### src/rtl/core/lsct_pkg.sv
// Shared types and constants of the line sensor centroid tracker.
`timescale 1ns / 1ps

package lsct_pkg;

   localparam int PIN_W       = 8;
   localparam int COUNT_W     = 4;
   localparam int COEF_W      = 6;
   localparam int ODD_W       = 4;
   localparam int POS_W       = 16;
   localparam int LOST_W      = 16;
   localparam int SEQ_W       = 16;
   localparam int SIDE_W      = 2;
   localparam int CSR_INDEX_W = 1;
   localparam int CSR_DATA_W  = 4;

   typedef enum logic [CSR_INDEX_W-1:0] {
      CSR_ACTIVE_LOW    = 1'b0,
      CSR_CHANNEL_COUNT = 1'b1
   } csr_index_type;

   localparam logic [SIDE_W-1:0] SIDE_UNKNOWN = 2'd0;
   localparam logic [SIDE_W-1:0] SIDE_LEFT    = 2'd1;
   localparam logic [SIDE_W-1:0] SIDE_RIGHT   = 2'd2;

   // One classified snapshot on its way from the front to the back.
   typedef struct packed {
      logic [PIN_W-1:0]         raw_bits;
      logic [PIN_W-1:0]         hit_bits;
      logic [COUNT_W-1:0]       hit_count;
      logic [PIN_W-1:0]         toggled_bits;
      logic [SEQ_W-1:0]         sequence_no;
      logic signed [COEF_W-1:0] coef_sum;
      logic signed [ODD_W-1:0]  odd_sum;
   } lsct_item_type;

endpackage

### src/rtl/core/line_sensor_centroid_tracker_core.sv
// Top level of the line sensor centroid tracker: front end, queue and back end.
`timescale 1ns / 1ps

// Each request is one snapshot of up to eight line-sensor pins. The front end
// applies the polarity and channel count, forms the masks, the active count,
// the change against the previous snapshot and the sequence number, and takes
// one request per cycle into a two-entry queue while the queue is not full.
// The back end works on one snapshot at a time: with the line seen it runs the
// one-bit-per-cycle divider by the active count; with the line lost it skips
// the division. Results leave through an output register, so the back end
// carries on with the next snapshot while a result waits to be popped.
// Configuration must be written only while the block is idle; the block
// itself does not enforce this.
module line_sensor_centroid_tracker_core #(
   parameter int MAX_CHANNELS = 8,
   parameter int PITCH_SCALE  = 1000
) (
   input  logic                                clock,
   input  logic                                reset,
   input  logic                                csr_we,
   input  logic [lsct_pkg::CSR_INDEX_W-1:0]    csr_index,
   input  logic [lsct_pkg::CSR_DATA_W-1:0]     csr_wdata,
   input  logic                                req_push,
   output logic                                req_full,
   input  logic [lsct_pkg::PIN_W-1:0]          req_pin_levels,
   output logic                                rsp_empty,
   input  logic                                rsp_pop,
   output logic [lsct_pkg::PIN_W-1:0]          rsp_raw_mask,
   output logic [lsct_pkg::PIN_W-1:0]          rsp_active_mask,
   output logic [lsct_pkg::COUNT_W-1:0]        rsp_active_count,
   output logic                                rsp_line_detected,
   output logic signed [lsct_pkg::POS_W-1:0]   rsp_position,
   output logic signed [lsct_pkg::POS_W-1:0]   rsp_weighted_position,
   output logic signed [lsct_pkg::POS_W-1:0]   rsp_remembered_position,
   output logic [lsct_pkg::SIDE_W-1:0]         rsp_lost_side,
   output logic [lsct_pkg::LOST_W-1:0]         rsp_lost_count,
   output logic [lsct_pkg::PIN_W-1:0]          rsp_changed_mask,
   output logic [lsct_pkg::SEQ_W-1:0]          rsp_sequence_res
);
   import lsct_pkg::*;

   lsct_item_type front_item;
   lsct_item_type queue_item;
   logic          front_push;
   logic          queue_full;
   logic          queue_empty;
   logic          back_pop;

   lsct_front #(
      .MAX_CHANNELS (MAX_CHANNELS)
   ) u_front (
      .clock          (clock),
      .reset          (reset),
      .csr_we         (csr_we),
      .csr_index      (csr_index),
      .csr_wdata      (csr_wdata),
      .req_push       (req_push),
      .req_pin_levels (req_pin_levels),
      .req_full       (req_full),
      .fifo_full      (queue_full),
      .item_push      (front_push),
      .item           (front_item)
   );

   lsct_fifo u_queue (
      .clock (clock),
      .reset (reset),
      .push  (front_push),
      .wdata (front_item),
      .full  (queue_full),
      .pop   (back_pop),
      .rdata (queue_item),
      .empty (queue_empty)
   );

   lsct_back #(
      .PITCH_SCALE (PITCH_SCALE)
   ) u_back (
      .clock                   (clock),
      .reset                   (reset),
      .item_valid              (!queue_empty),
      .item                    (queue_item),
      .item_pop                (back_pop),
      .rsp_empty               (rsp_empty),
      .rsp_pop                 (rsp_pop),
      .rsp_raw_mask            (rsp_raw_mask),
      .rsp_active_mask         (rsp_active_mask),
      .rsp_active_count        (rsp_active_count),
      .rsp_line_detected       (rsp_line_detected),
      .rsp_position            (rsp_position),
      .rsp_weighted_position   (rsp_weighted_position),
      .rsp_remembered_position (rsp_remembered_position),
      .rsp_lost_side           (rsp_lost_side),
      .rsp_lost_count          (rsp_lost_count),
      .rsp_changed_mask        (rsp_changed_mask),
      .rsp_sequence_res        (rsp_sequence_res)
   );

endmodule

### src/rtl/core/lsct_front.sv
// Front end: configuration registers, snapshot classification and per-snapshot history.
`timescale 1ns / 1ps

module lsct_front #(
   parameter int MAX_CHANNELS = 8
) (
   input  logic                                clock,
   input  logic                                reset,
   input  logic                                csr_we,
   input  logic [lsct_pkg::CSR_INDEX_W-1:0]    csr_index,
   input  logic [lsct_pkg::CSR_DATA_W-1:0]     csr_wdata,
   input  logic                                req_push,
   input  logic [lsct_pkg::PIN_W-1:0]          req_pin_levels,
   output logic                                req_full,
   input  logic                                fifo_full,
   output logic                                item_push,
   output lsct_pkg::lsct_item_type             item
);
   import lsct_pkg::*;

   logic                     active_low_ff;
   logic [COUNT_W-1:0]       channel_count_ff;
   logic [PIN_W-1:0]         prev_mask_ff;
   logic                     sampled_once_ff;
   logic [SEQ_W-1:0]         sequence_ff;

   logic [COUNT_W-1:0]       n_eff;
   logic [PIN_W-1:0]         raw;
   logic [PIN_W-1:0]         act;
   logic [COUNT_W-1:0]       count;
   logic signed [COEF_W-1:0] coef [PIN_W];
   logic signed [COEF_W-1:0] coef_sum;
   logic signed [ODD_W-1:0]  odd_sum;

   assign req_full  = fifo_full;
   assign item_push = req_push && !fifo_full;

   // Channel i sits at (2i - (n-1)) half-pitches from the centre. The sum of the
   // odd coefficients' signs lets the back reproduce per-channel truncation.
   always_comb begin
      n_eff    = (channel_count_ff > COUNT_W'(MAX_CHANNELS)) ?
                 COUNT_W'(MAX_CHANNELS) : channel_count_ff;
      raw      = '0;
      act      = '0;
      count    = '0;
      coef_sum = '0;
      odd_sum  = '0;
      for (int i = 0; i < PIN_W; i++) begin
         coef[i] = COEF_W'(2 * i) - COEF_W'(n_eff) + COEF_W'(1);
         if (COUNT_W'(i) < n_eff) begin
            raw[i] = req_pin_levels[i];
            if (req_pin_levels[i] ^ active_low_ff) begin
               act[i]   = 1'b1;
               count    = count + COUNT_W'(1);
               coef_sum = coef_sum + coef[i];
               if (coef[i][0]) begin
                  odd_sum = coef[i][COEF_W-1] ? odd_sum - ODD_W'(1) : odd_sum + ODD_W'(1);
               end
            end
         end
      end
   end

   always_comb begin
      item.raw_bits     = raw;
      item.hit_bits     = act;
      item.hit_count    = count;
      item.toggled_bits = sampled_once_ff ? (act ^ prev_mask_ff) : '0;
      item.sequence_no  = sequence_ff;
      item.coef_sum     = coef_sum;
      item.odd_sum      = odd_sum;
   end

   always_ff @(posedge clock) begin
      if (reset) begin
         active_low_ff    <= 1'b0;
         channel_count_ff <= COUNT_W'(8);
         prev_mask_ff     <= '0;
         sampled_once_ff  <= 1'b0;
         sequence_ff      <= '0;
      end else begin
         if (csr_we) begin
            case (csr_index_type'(csr_index))
               CSR_ACTIVE_LOW:    active_low_ff    <= csr_wdata[0];
               CSR_CHANNEL_COUNT: channel_count_ff <= csr_wdata[COUNT_W-1:0];
               default: ;
            endcase
         end
         if (item_push) begin
            prev_mask_ff    <= act;
            sampled_once_ff <= 1'b1;
            sequence_ff     <= sequence_ff + SEQ_W'(1);
         end
      end
   end

endmodule

### src/rtl/core/lsct_fifo.sv
// Two-entry queue that decouples the front end from the back end.
`timescale 1ns / 1ps

module lsct_fifo (
   input  logic                    clock,
   input  logic                    reset,
   input  logic                    push,
   input  lsct_pkg::lsct_item_type wdata,
   output logic                    full,
   input  logic                    pop,
   output lsct_pkg::lsct_item_type rdata,
   output logic                    empty
);
   import lsct_pkg::*;

   localparam int DEPTH  = 2;
   localparam int PTR_W  = $clog2(DEPTH);
   localparam int FILL_W = $clog2(DEPTH + 1);

   lsct_item_type      entries_ff [DEPTH];
   logic [PTR_W-1:0]   wr_ptr_ff;
   logic [PTR_W-1:0]   rd_ptr_ff;
   logic [FILL_W-1:0]  fill_ff;
   logic               do_push;
   logic               do_pop;

   assign full    = (fill_ff == FILL_W'(DEPTH));
   assign empty   = (fill_ff == '0);
   assign do_push = push && !full;
   assign do_pop  = pop && !empty;
   assign rdata   = entries_ff[rd_ptr_ff];

   always_ff @(posedge clock) begin
      if (do_push) begin
         entries_ff[wr_ptr_ff] <= wdata;
      end
      if (reset) begin
         wr_ptr_ff <= '0;
         rd_ptr_ff <= '0;
         fill_ff   <= '0;
      end else begin
         if (do_push) begin
            wr_ptr_ff <= wr_ptr_ff + PTR_W'(1);
         end
         if (do_pop) begin
            rd_ptr_ff <= rd_ptr_ff + PTR_W'(1);
         end
         if (do_push && !do_pop) begin
            fill_ff <= fill_ff + FILL_W'(1);
         end else if (do_pop && !do_push) begin
            fill_ff <= fill_ff - FILL_W'(1);
         end
      end
   end

endmodule

### src/rtl/core/lsct_back.sv
// Back end: centroid scaling, serial division by the active count, line memory and result register.
`timescale 1ns / 1ps

module lsct_back #(
   parameter int PITCH_SCALE = 1000
) (
   input  logic                                clock,
   input  logic                                reset,
   input  logic                                item_valid,
   input  lsct_pkg::lsct_item_type             item,
   output logic                                item_pop,
   output logic                                rsp_empty,
   input  logic                                rsp_pop,
   output logic [lsct_pkg::PIN_W-1:0]          rsp_raw_mask,
   output logic [lsct_pkg::PIN_W-1:0]          rsp_active_mask,
   output logic [lsct_pkg::COUNT_W-1:0]        rsp_active_count,
   output logic                                rsp_line_detected,
   output logic signed [lsct_pkg::POS_W-1:0]   rsp_position,
   output logic signed [lsct_pkg::POS_W-1:0]   rsp_weighted_position,
   output logic signed [lsct_pkg::POS_W-1:0]   rsp_remembered_position,
   output logic [lsct_pkg::SIDE_W-1:0]         rsp_lost_side,
   output logic [lsct_pkg::LOST_W-1:0]         rsp_lost_count,
   output logic [lsct_pkg::PIN_W-1:0]          rsp_changed_mask,
   output logic [lsct_pkg::SEQ_W-1:0]          rsp_sequence_res
);
   import lsct_pkg::*;

   localparam int SCALE_W = $clog2(PITCH_SCALE + 1);
   localparam int PROD_W  = SCALE_W + COEF_W;
   localparam int QW      = PROD_W - 1;
   localparam int STEP_W  = $clog2(QW);
   localparam logic signed [PROD_W-1:0] SCALE_S = PROD_W'(PITCH_SCALE);
   localparam bit SCALE_ODD = (PITCH_SCALE % 2) == 1;

   typedef enum logic [1:0] {
      ST_IDLE,
      ST_DIV,
      ST_HOLD
   } state_type;

   state_type                state_ff;
   lsct_item_type            rec_ff;
   logic [QW-1:0]            dvd_ff;
   logic [2:0]               rem_ff;
   logic                     neg_ff;
   logic [STEP_W-1:0]        step_ff;
   logic signed [POS_W-1:0]  mem_pos_ff;
   logic                     mem_valid_ff;
   logic [LOST_W-1:0]        lost_ff;
   logic                     out_valid_ff;

   logic signed [PROD_W-1:0] prod;
   logic signed [PROD_W-1:0] numer;
   logic signed [PROD_W-1:0] half;
   logic signed [PROD_W-1:0] half_abs;
   logic [COUNT_W-1:0]       trial;
   logic                     qbit;
   logic signed [QW:0]       quo_signed;
   logic signed [POS_W-1:0]  weighted;
   logic [LOST_W-1:0]        lost_next;
   logic [SIDE_W-1:0]        mem_side;
   logic                     out_free;
   logic                     out_load;

   assign item_pop  = (state_ff == ST_IDLE) && item_valid;
   assign out_free  = !out_valid_ff || rsp_pop;
   assign out_load  = (state_ff == ST_HOLD) && out_free;
   assign rsp_empty = !out_valid_ff;

   // Sum of the truncated channel offsets: (scale * sum_c - odd_adjust) / 2, always exact.
   always_comb begin
      prod     = PROD_W'(item.coef_sum) * SCALE_S;
      numer    = SCALE_ODD ? prod - PROD_W'(item.odd_sum) : prod;
      half     = numer >>> 1;
      half_abs = half[PROD_W-1] ? -half : half;
   end

   // One restoring division step per cycle; the remainder stays below the count.
   always_comb begin
      trial = {rem_ff, dvd_ff[QW-1]};
      qbit  = (trial >= rec_ff.hit_count);
   end

   always_comb begin
      quo_signed = $signed({1'b0, dvd_ff});
      if (neg_ff) begin
         quo_signed = -quo_signed;
      end
      weighted  = POS_W'(quo_signed);
      lost_next = (lost_ff == '1) ? lost_ff : lost_ff + LOST_W'(1);
      if (!mem_valid_ff || mem_pos_ff == '0) begin
         mem_side = SIDE_UNKNOWN;
      end else if (mem_pos_ff[POS_W-1]) begin
         mem_side = SIDE_LEFT;
      end else begin
         mem_side = SIDE_RIGHT;
      end
   end

   always_ff @(posedge clock) begin
      if (reset) begin
         state_ff     <= ST_IDLE;
         mem_pos_ff   <= '0;
         mem_valid_ff <= 1'b0;
         lost_ff      <= '0;
         out_valid_ff <= 1'b0;
      end else begin
         if (rsp_pop && out_valid_ff && !out_load) begin
            out_valid_ff <= 1'b0;
         end
         case (state_ff)
            ST_IDLE: begin
               if (item_valid) begin
                  rec_ff  <= item;
                  dvd_ff  <= half_abs[QW-1:0];
                  neg_ff  <= half[PROD_W-1];
                  rem_ff  <= '0;
                  step_ff <= STEP_W'(QW - 1);
                  state_ff <= (item.hit_count == '0) ? ST_HOLD : ST_DIV;
               end
            end
            ST_DIV: begin
               rem_ff <= qbit ? 3'(trial - rec_ff.hit_count) : trial[2:0];
               dvd_ff <= {dvd_ff[QW-2:0], qbit};
               if (step_ff == '0) begin
                  state_ff <= ST_HOLD;
               end else begin
                  step_ff <= step_ff - STEP_W'(1);
               end
            end
            ST_HOLD: begin
               if (out_load) begin
                  out_valid_ff            <= 1'b1;
                  rsp_raw_mask            <= rec_ff.raw_bits;
                  rsp_active_mask         <= rec_ff.hit_bits;
                  rsp_active_count        <= rec_ff.hit_count;
                  rsp_changed_mask        <= rec_ff.toggled_bits;
                  rsp_sequence_res        <= rec_ff.sequence_no;
                  if (rec_ff.hit_count != '0) begin
                     rsp_line_detected       <= 1'b1;
                     rsp_position            <= weighted;
                     rsp_weighted_position   <= weighted;
                     rsp_remembered_position <= weighted;
                     rsp_lost_side           <= SIDE_UNKNOWN;
                     rsp_lost_count          <= '0;
                     mem_pos_ff              <= weighted;
                     mem_valid_ff            <= 1'b1;
                     lost_ff                 <= '0;
                  end else begin
                     rsp_line_detected       <= 1'b0;
                     rsp_position            <= mem_valid_ff ? mem_pos_ff : '0;
                     rsp_weighted_position   <= '0;
                     rsp_remembered_position <= mem_valid_ff ? mem_pos_ff : '0;
                     rsp_lost_side           <= mem_side;
                     rsp_lost_count          <= lost_next;
                     lost_ff                 <= lost_next;
                  end
                  state_ff <= ST_IDLE;
               end
            end
            default: state_ff <= ST_IDLE;
         endcase
      end
   end

endmodule

### config.mk
export PLATFORM = sky130hd
export DESIGN_NAME = line_sensor_centroid_tracker_core
export DESIGN_NICKNAME = d
export VERILOG_FILES = /design/src/rtl/core/lsct_pkg.sv /design/src/rtl/core/line_sensor_centroid_tracker_core.sv /design/src/rtl/core/lsct_front.sv /design/src/rtl/core/lsct_fifo.sv /design/src/rtl/core/lsct_back.sv
export SDC_FILE = /design/constraint.sdc
export NUM_CORES = 1
export LEC_CHECK = 0
export ABC_AREA = 1
export BUFFER_PORTS_ARGS = -buffer_cell sky130_fd_sc_hd__buf_2
export CAP_MARGIN = 25
export CORE_AREA = 2 2 171 173
export DETAILED_ROUTE_END_ITERATION = 12
export DIE_AREA = 0 0 173 175
export PLACE_DENSITY = 0.78
export SYNTH_ARGS = -nofsm -noshare
export SYNTH_HDL_FRONTEND = slang
export SYNTH_SLANG_ARGS = --single-unit
### constraint.sdc
create_clock -name clock -period 18.4 [get_ports clock]
set_input_delay 3.68 -clock clock [delete_from_list [all_inputs] [get_ports clock]]
set_output_delay 3.68 -clock clock [all_outputs]
set_load 0.01 [all_outputs]
After elaboration in Yosys (flattened, before gate mapping)
Memory sizes are Yosys's and may differ from the RTL's. A register that Yosys moved wholly into a read port is not among the register bits.
Cells that the tools add are included.
- output and inout bits: 113
- input bits: 18
- register bits after elaboration: 232
- word-level logic and storage cells: 274
- bits in writable memories: 108
- memories: 1
- memory list (name ; depth ; bits a word ; read ports ; clocked after memory_dff ; write ports ; line ; RTL):
    u_queue.entries_ff ; 2 ; 54 ; 1 ; 1 ; 1 ; lsct_fifo.sv:20 ; lsct_item_type entries_ff [DEPTH];
- bitwise operators: 12
- multiply operators: 1
- reduce and logical (&&, ||, !) cells: 36
- multiplexer cells: 120
- $lt $le $gt $ge: 10
- add/sub/neg operators: 54
- equal/unequal tests: 8
- operators with widths (cell ; count):
    $mux 4 ; 50
    $mux 6 ; 16
    $mux 16 ; 5
    $add 6x1->6 const B ; 8
    $add 6x6->6 ; 7
    $mux 1 ; 33
    $add 16x1->16 const B ; 2
    $mux 15 ; 2
    $pmux 15 s2 ; 1
    $add 4x1->4 const B ; 7
    $add 4x2->4 const B ; 7
    $sub 4x2->4 const B ; 7
    $sub 4x4->5 const A ; 4
    $eq 16x16->1 const B ; 1
    $logic_not 16->1 ; 1
    $lt 3x4->1 const A ; 4
    $neg 15->16 ; 1
    $neg 15->15 ; 1
    $reduce_and 3->1 ; 5
    $mux 2 ; 7
    $mul 6x8->13 const B ; 1
    $sub 3x4->5 const A ; 2
    $logic_and 1x1->1 ; 9
    $logic_not 4->1 ; 2
    31 further kinds ; 58

Longest topological paths before layout
- word-level depth: 43
- depth in mapped cells: 51
- depth with buffers taken out: 51

Modules after synthesis
A second synthesis with hierarchy kept.
- cells, all modules: 1813
- area, all modules: 18577.8 µm²
- modules (own cells, without submodules) (module ; seq. area each (µm²) ; instances ; cells each ; area each (µm²)):
    lsct_back ; 5585.4 ; 1 ; 846 ; 9132.5
    lsct_front ; 600.6 ; 1 ; 761 ; 5044.8
    lsct_fifo ; 3343.2 ; 1 ; 205 ; 4396.7
    line_sensor_centroid_tracker_core ; 0.0 ; 1 ; 1 ; 3.8

Worst setup path before layout
No wires, ideal clock.
- path type: input to register
- start: in req_pin_levels[0] (netlist bit)
- end: mem u_queue.entries_ff[0][9] (netlist bit), data pin
- required time: 18.148 ns
- buffers on the path: 0
- slack: 8.633 ns
- stages: 35
- arrival: 9.515 ns
- setup time: 0.252 ns
- path through: inv_1 -> nand2_1 -> nand2_1 -> nand2_4 -> nor2_1 -> ha_1 -> fa_1 -> nand2_1 -> nand2_1 -> fa_1 -> nor2_1 -> a31oi_1 -> fa_1 -> inv_1 -> o21ai_2 -> inv_1 -> fa_1 -> o21ai_2 -> fa_1 -> nand2_1 -> nand2_1 -> fa_1 -> xnor2_1 -> o21a_1 -> inv_1 -> ha_1 -> a21oi_1 -> nand2_1 -> a21oi_1 -> nor2_1 -> o21ai_0 -> xnor2_1 -> nand3_1 -> nand2_1 -> inv_1
- RTL lines (item ; line ; RTL):
    from (decl) ; line_sensor_centroid_tracker_core.sv:25 ; input logic [lsct_pkg::PIN_W-1:0] req_pin_levels,
    to (decl) ; lsct_fifo.sv:20 ;

==> results.yml <==
routing:
  vias: 12000
  met1_length_um: 14800
  highest_layer: "met4"
  drtAntennaViolNets: 0
  wl_met2_um: 15800
  wirelength_um: 33400
  drt-pass1-iter-count: 7
  viasPerCell: 5.30
  initialDrtViolationCount: 1043
  wl_per_cell_um: 14.7
  wl_met3_um: 1980
  drc: 0
clock_tree:
  htreeDepth: 1
  numCtsBuffers: 31
  cts_buffer_depth: 3
  cts-hold-fix-buffers: 0
  worstSkewPairLatency_ns: 0.57
  tritoncts: "yes"
  clk_pin_slew_ns: 0.06
  cts_root_buffer: "clkbuf_16"
  post_cts_buffers: 0
  cts_resized: 0
  cts.sinks: 333
synth:
  synth_edf_count: 262
  ys_seq_area_share_pct: 55.0
  syn_nets: 1869
  synth_cell_type_count: 60
  syn_area_mm2: 0.0169
  synth_area_per_cell_um2: 9.67
  syn_inst: 1746
  yosys_register_bits: 333
  ys_warn_count: 0
  ys_async_sr_fraction_pct: 0
  ys.flop_type: "edfxtp_1"
finish:
  fin_cells: 2270
  final_nets: 1984
  final_cell_mix: "nand2_1, edfxtp_1, inv_1, buf_2, nor2_1"
  area_growth_pct: 11.5
  layout_commonest_cell: "nand2_1"
  antenna_cells: 0
  drive_gt1_share_pct: 13.0
placed_design:
  routabilityCongestion: 0.898
  dpl.cell_count: 2211
  dpl.hpwl_um: 23900
  io_buffers: 130
floorplanning:
  fp.coreArea_mm2: 0.0284
  dieArea_mm2: 0.0303
  initial_core_util_pct: 59.5
  rows: 62
  die_width_um: 173
  io-pin-count: 131
  chipHeight_um: 175
critical_path:
  cp_data_required_time_ns: 18.71
  start_kind: "input pin"
  arrival_ns: 10.14
  slowest_stage: "fa_1"
  worstSetupEndpointType: "register"
  cpPeakStageDelay_ns: 0.51
  worstSetupPathType: "input pin to register"
  cpMostUsedCell: "nand2_1"
  cp_max_fo: 9
power:
  p_leak_nw: 8.13
  vdd.ir_drop.worst_mv: 0.383
  p_per_area_mw_per_mm2: 205
timing:
  setup_viol: 0
  rsz0062_at_grt: "no"
  max_freq_ghz: 0.102
  fin_crit_ns: 9.83
  finalSetupTns_ns: 0
  maxSlewHeadroom_pct: 42.3
  slew_viol_final: 0
  fin_skew_ns: 0.0248
  worstMarginPinSlew_ns: 0.863
  period_share_pct: 53.4
  whs_ns: 0.418
  hold_violations: 0
grt:
  grt_pass1_wl_um: 54800
  antenna_found_initial: 0
  grt-ovfl-total: 0
  grtUsageTotal_pct: 22.1
  grt_start_max_net_pins: 86
  grt_pass1_vias: 11300
min_path:
  hold_path_class: "register to register"
run_status:
  status: "finished clean"
job:
  cap_violations: 0
through the flow:
step / area [um^2] / total power, W / utilization (%) / setup slack (ns)
finish: 18800 / 0.00386 / 66.3 / 8.57
global route: 18800 / 0.00422 / 66.3 / 7.98
detailed placement: 17800 / 0.00325 / 62.8 / 8.00
floorplan: 16900 / 0.00283 / - / 8.63
global placement: 17800 / 0.00318 / 62.8 / 8.14
CTS: 18800 / 0.00388 / 66.2 / 8.57
layer usage:
layer | vias up | track usage, %
met1 | 5587 | 30.0
met5 | - | 0
met2 | 359 | 37.6
li1 | 6017 | -
met3 | 58 | 2.81
met4 | 0 | 6.21
path summary, 6_finish.rpt:
| kind | to | slack, ns | cells after the start | startpoint |
|---|---|---|---|---|
| min reg2reg | u_back.rsp_sequence_res[4]$_DFFE_PP_ | 0.42 | 0 | u_back.rec_ff[14]$_DFFE_PP_ |
| min | u_back.rsp_sequence_res[4]$_DFFE_PP_ | 0.42 | 0 | u_back.rec_ff[14]$_DFFE_PP_ |
| max reg2reg | u_queue.entries_ff[0][9]$_DFFE_PP_ | 10.11 | 38 | u_front.channel_count_ff[3]$_SDFFE_PP1P_ |
| max | u_queue.entries_ff[0][9]$_DFFE_PP_ | 8.57 | 36 | req_pin_levels[0] |
logic make-up after synthesis:
group	count (synthesis)	synth area share (%)
AND/OR/NAND/NOR	657	16.6
flip-flops	333	55.0
buffers and inverters	314	7.46
AO/OA/AOI/OAI	276	8.98
adder cells (fa/ha/maj)	105	8.63
XOR/XNOR	60	3.25
other	1	0.0222
power by group:
part	total [W]	switching, W	internal, W
clock network	0.000599	0.000266	0.000334
logic	0.00210	0.00131	0.000787
registers	0.00116	0.0000683	0.00109
total	0.00386	0.00164	0.00221
cells in the mapped netlist (2+ instances only):
| cell type | n | area [um^2] |
|---|---|---|
| a211oi_1 | 5 | 37.5 |
| a21o_1 | 3 | 22.5 |
| a21oi_1 | 104 | 521 |
| a31oi_1 | 7 | 43.8 |
| and2_1 | 2 | 12.5 |
| buf_1 | 3 | 11.3 |
| buf_2 | 3 | 15.0 |
| buf_4 | 16 | 120 |
| buf_6 | 2 | 22.5 |
| clkbuf_1 | 35 | 131 |
| clkinv_1 | 3 | 11.3 |
| dfxtp_1 | 71 | 1420 |
| edfxtp_1 | 262 | 7870 |
| fa_1 | 19 | 380 |
| ha_1 | 86 | 1080 |
| inv_1 | 236 | 886 |
| inv_2 | 15 | 56.3 |
| nand2_1 | 390 | 1460 |
| nand2_2 | 8 | 50.1 |
| nand2_4 | 6 | 67.6 |
| nand3_1 | 63 | 315 |
| nand3b_1 | 5 | 37.5 |
| nand4_1 | 8 | 50.1 |
| nor2_1 | 120 | 450 |
| nor2_4 | 2 | 22.5 |
| nor3_1 | 21 | 105 |
| nor3b_1 | 3 | 22.5 |
| nor4_1 | 10 | 62.6 |
| nor4_2 | 2 | 25.0 |
| o211ai_1 | 5 | 37.5 |
| o21a_1 | 4 | 30.0 |
| o21ai_0 | 106 | 531 |
| o21ai_1 | 12 | 60.1 |
| o21ai_2 | 4 | 35.0 |
| o21bai_1 | 2 | 15.0 |
| o22ai_1 | 13 | 81.3 |
| o31ai_1 | 3 | 22.5 |
| or2_2 | 9 | 56.3 |
| xnor2_1 | 13 | 114 |
| xor2_1 | 44 | 385 |
| xor2_2 | 2 | 32.5 |
worst max-delay path: cells and delay by family:
kind | cells | cell delay [ns]
adders and majority gates | 8 | 3.25
AOI/OAI and AO/OA | 7 | 1.24
and+or+nand+nor | 13 | 1.19
buffers and inverters | 6 | 0.45
xor gates and xnor gates | 2 | 0.33
flip-flops by register name (all words and copies together) (netlist names), 3 cells and up, named ones only:
register / count
u_back.dvd_ff: 15
u_front.sequence_ff: 16
u_back.rsp_weighted_position: 16
u_back.step_ff: 4
u_back.rem_ff: 3
u_back.mem_pos_ff: 16
u_front.channel_count_ff: 4
u_back.rsp_sequence_res: 16
u_front.prev_mask_ff: 8
u_back.rec_ff: 44
u_queue.entries_ff: 100
u_back.rsp_active_count: 4
u_back.rsp_raw_mask: 8
u_back.lost_ff: 16
u_back.rsp_position: 16
u_back.rsp_lost_count: 16
u_back.rsp_active_mask: 8
u_back.rsp_changed_mask: 8
layout make-up:
type / instances / area [um^2]
fill: 2163 / 9570
sequential: 333 / 9290
multi-input combinational: 1099 / 6380
inverter: 255 / 960
clock buffer: 40 / 830
timing repair buffer: 141 / 753
tap: 384 / 480
clock inverter: 18 / 135
Note: power is estimated with default switching activity, not from simulation.
